`src/utf8sc_pkg.sv`:
```
`default_nettype none

package utf8sc_pkg;

  // window geometry
  localparam int BYTE_W      = 8;
  localparam int WIN_BYTES   = 6;
  localparam int CNT_W       = 3;
  localparam int LEN_W       = 3;

  // stream widths
  localparam int IN_TDATA_W  = 56;
  localparam int OUT_TDATA_W = 8;
  localparam int OUT_TUSER_W = 2;

  // result kind codes
  typedef enum logic [1:0] {
    KIND_EMPTY     = 2'd0,
    KIND_VALID     = 2'd1,
    KIND_INVALID   = 2'd2,
    KIND_TRUNCATED = 2'd3
  } result_kind_t;

  // one classification result
  typedef struct packed {
    result_kind_t     kind;
    logic [LEN_W-1:0] len;
  } utf8sc_result_t;

  typedef logic [WIN_BYTES-1:0][BYTE_W-1:0] window_t;

endpackage

`default_nettype wire

```
`src/utf8sc_classify.sv`:
```
`default_nettype none

module utf8sc_classify
  import utf8sc_pkg::*;
(
  input  window_t          win_i,
  input  logic [CNT_W-1:0] avail_i,
  output utf8sc_result_t   res_o
);

  logic [BYTE_W-1:0]    lead;
  logic [BYTE_W-1:0]    b1;
  logic [LEN_W-1:0]     seq_n;
  logic [CNT_W-1:0]     avail_sat;
  logic [WIN_BYTES-1:0] cont_ok;
  logic                 overlong;

  assign lead = win_i[0];
  assign b1   = win_i[1];

  // larger counts behave as a full window
  assign avail_sat = (avail_i > CNT_W'(WIN_BYTES)) ? CNT_W'(WIN_BYTES) : avail_i;

  // sequence length announced by the lead byte, zero for a stray or forbidden lead
  always_comb begin
    priority if (lead[7] == 1'b0)             seq_n = LEN_W'(1);
    else if (lead[7:5] == 3'b110)             seq_n = LEN_W'(2);
    else if (lead[7:4] == 4'b1110)            seq_n = LEN_W'(3);
    else if (lead[7:3] == 5'b11110)           seq_n = LEN_W'(4);
    else if (lead[7:2] == 6'b111110)          seq_n = LEN_W'(5);
    else if (lead[7:1] == 7'b1111110)         seq_n = LEN_W'(6);
    else                                      seq_n = LEN_W'(0);
  end

  // continuation pattern per byte, bytes past the sequence pass
  always_comb begin
    cont_ok[0] = 1'b1;
    for (int i = 1; i < WIN_BYTES; i++) begin
      cont_ok[i] = (LEN_W'(i) >= seq_n) || (win_i[i][7:6] == 2'b10);
    end
  end

  // overlong when the top code point bits that the length needs are all zero
  always_comb begin
    unique case (seq_n)
      LEN_W'(2): overlong = (lead[4:1] == 4'd0);
      LEN_W'(3): overlong = (lead[3:0] == 4'd0) && (b1[5] == 1'b0);
      LEN_W'(4): overlong = (lead[2:0] == 3'd0) && (b1[5:4] == 2'd0);
      LEN_W'(5): overlong = (lead[1:0] == 2'd0) && (b1[5:3] == 3'd0);
      LEN_W'(6): overlong = (lead[0] == 1'b0)   && (b1[5:2] == 4'd0);
      default:   overlong = 1'b0;
    endcase
  end

  // final classification, length check ahead of the byte checks
  always_comb begin
    priority if (avail_sat == CNT_W'(0)) begin
      res_o.kind = KIND_EMPTY;
      res_o.len  = LEN_W'(0);
    end else if (seq_n == LEN_W'(0)) begin
      res_o.kind = KIND_INVALID;
      res_o.len  = LEN_W'(1);
    end else if (seq_n == LEN_W'(1)) begin
      res_o.kind = KIND_VALID;
      res_o.len  = LEN_W'(1);
    end else if (avail_sat < seq_n) begin
      res_o.kind = KIND_TRUNCATED;
      res_o.len  = LEN_W'(0);
    end else begin
      res_o.kind = ((&cont_ok) && !overlong) ? KIND_VALID : KIND_INVALID;
      res_o.len  = seq_n;
    end
  end

endmodule

`default_nettype wire

```
`config.mk`:
```
export PLATFORM = sky130hd
export DESIGN_NAME = utf8sc_classify
export DESIGN_NICKNAME = d
export VERILOG_FILES = /design/src/utf8sc_pkg.sv /design/src/utf8sc_classify.sv
export SDC_FILE = /design/constraint.sdc
export NUM_CORES = 1
export LEC_CHECK = 0
export ABC_CLOCK_PERIOD_IN_PS = 2700
export BUFFER_PORTS_ARGS = -buffer_cell sky130_fd_sc_hd__buf_2
export CORE_AREA = 2 2 39 41
export DETAILED_ROUTE_END_ITERATION = 10
export DIE_AREA = 0 0 41 43
export PLACE_DENSITY = 0.74
export SLEW_MARGIN = 20
export SYNTH_ARGS = -nofsm -noshare
export SYNTH_HDL_FRONTEND = slang
export SYNTH_SLANG_ARGS = --single-unit
```
`constraint.sdc`:
```
create_clock -name vclk -period 2.7
set_input_delay 0.54 -clock vclk [all_inputs]
set_output_delay 0.54 -clock vclk [all_outputs]
set_load 0.05 [all_outputs]
```
==> results.txt <==
initial antenna violation count = 0
warnings from Yosys = 0
nets = 150
status = completed
most common cell in the netlist = inv_1
cell taking the most area after synthesis = nor3_1
Reg area = 0 um2
layout cells sized above 1 = 0.484
Die X = 41 um
max_cap viols = 0
top cells by count, synth = inv_1, nor3_1, o21ai_0
share of the synthesized area in the top cell type = 0.0842
Hold Path Class = in -> out
Via density = 5.10
Met2 Routed Length = 622 um
Hold WS = 1590 ps
TritonRoute pass-1 iters = 2
routed wire length = 1.14 mm
vias in the first global route = 485
Tightest Pin Transition = 303 ps
Core Util, Final = 0.443
Pleak = 0.306 nW
DIE AREA = 0.00176 mm2
crit path kind = in -> out
Hold Vio Cnt, Final = 0
Worst slew margin = 0.796
Vias = 566
DP Wirelength = 1.04 mm
GPL Wtd Cong = 0.886
I/O Buffers = 30
first-pass GRT wire length = 1.77 mm
Worst setup EP type = output port
Mean Syn Cell Area = 6.15 um2
Syn Inst Count = 58
arrival time worst endpoint = 2050 ps
WHS Endpoint = res_o[4]
Seq Cell Count = 0
area grow syn2layout = 71.9%
metal3 WL = 55 um
syn_nets = 111
final setup fails = 0
Die H = 43 um
Synth area leaders = nor3_1, o21ai_0, inv_1, ha_1, nand4_1
Initial DRC Count = 9
Post-Layout Cell Count = 111
Metal-1 WL = 456 um
top layer in use = met3
Initial Util = 0.258
pwr/cell area = 178 mW/mm2
Final Total Pwr = 0.000109 W
synth unique cells = 29
crit path max fanout = 4
drt drc = 0
sequential element share of the synthesized area = 0
IO Pins = 56
Inst Count DP = 111
all-layer global routing usage = 0.136
fin crit share = 0.961
Hold Crit Start = win_i[7]
critical path launch point type = primary input
Core ar. = 0.00138 mm2
Max Slew Vio Count = 0
DR WL/cell = 10.2 um
# rows = 14
post-route antenna net violation count = 0
min cycle time layout = 2590 ps
hold depth = 4
mapped cell area = 357 um2
CLK BUF = 0
GR Overflow Total = 0
RSZ-0062 raised after global routing = true
f_max = 385 MHz
critical path required time = 2160 ps
largest net degree at the start of global routing = 8
peak supply drop = 58.9 uV
# diodes = 0
[worst max path at each step]
stage | end | depth (start not counted) | start | slack (ps)
2_1_floorplan | res_o[1] | 7 | win_i[5] | -360
4_1_cts | res_o[4] | 9 | win_i[5] | 20
3_3_place_gp | res_o[3] | 10 | win_i[5] | -10
5_1_grt | res_o[4] | 9 | win_i[5] | -7
6_report | res_o[4] | 8 | win_i[5] | 110
3_5_place_dp | res_o[3] | 10 | win_i[5] | -40
[report_power, final]
part           total, W  switching [W]  internal, W
combinational  0.000109      0.0000607    0.0000483
clock                 0              0            0
sequential            0              0            0
[cell families (layout without fill, tap and decap cells)]
logic type | count (synthesis) | after routing | synth area share
buffers and inverters | 10 | 47 | 0.105
AO/OA/AOI/OAI | 19 | 19 | 0.383
adder cells (fa/ha/maj) | 2 | 2 | 0.0702
AND/OR/NAND/NOR | 27 | 27 | 0.442
[area by class of cell]
class,instances,area [um2]
fill,150,771
multi-input combinational,48,330
timing repair buffer,39,233
inverter,8,30.0
tap,16,20.0
[layout by cell type, fill, tap and decap left out]
cell type | Yosys | layout
buf_2 | 0 | 27
buf_4 | 0 | 9
inv_1 | 8 | 8
nor3_1 | 6 | 6
nor2_1 | 5 | 5
o21ai_0 | 6 | 4
nand2_1 | 3 | 3
nand4_1 | 3 | 3
and2_1 | 2 | 2
o21ai_1 | 0 | 2
a31oi_1 | 2 | 2
ha_1 | 2 | 2
buf_6 | 0 | 2
nand3_2 | 1 | 1
and4_1 | 1 | 1
nand2_2 | 1 | 1
nand3_1 | 1 | 1
nor2b_1 | 1 | 1
a21bo_2 | 1 | 1
o21ai_2 | 1 | 1
a21boi_0 | 1 | 1
o2bb2ai_2 | 0 | 1
a221o_1 | 1 | 1
a41oi_1 | 1 | 1
nand2b_1 | 1 | 1
o211ai_1 | 1 | 1
a21o_1 | 1 | 1
nor4_2 | 1 | 1
nand4bb_1 | 1 | 1
a211oi_2 | 0 | 1
o21a_1 | 1 | 1
o311a_1 | 1 | 1
clkbuf_4 | 0 | 1
[worst max-delay path, cell delays in order]
cell	delay [ps]
buf_2	110
and2_1	160
a41oi_1	210
nor3_1	80
nor4_2	250
nand4_1	160
o311a_1	380
buf_6	160
[routing by layer]
metal  global-route usage  up-vias
met5                    0        -
met4                    0        0
met3                    0        0
met2                0.269       15
met1                0.158      256
li1                     -      295
[per-stage QoR]
stage	instance area, um2	setup WS, ps	setup TNS [ps]
after floorplan	362	-362	-805
after global placement	592	-10.4	-10.4
after detailed placement	592	-42.8	-68.0
after CTS	603	15.8	0
after global routing	613	-6.92	-13.2
final	613	105	0
[repair_timing]
item,CTS,global route
pin swaps,0,5
gates resized for setup,3,5
setup buffers,0,0
setup endpoints to repair,2,5
hold buffers,0,0
Power figures use the tool's default switching activity.
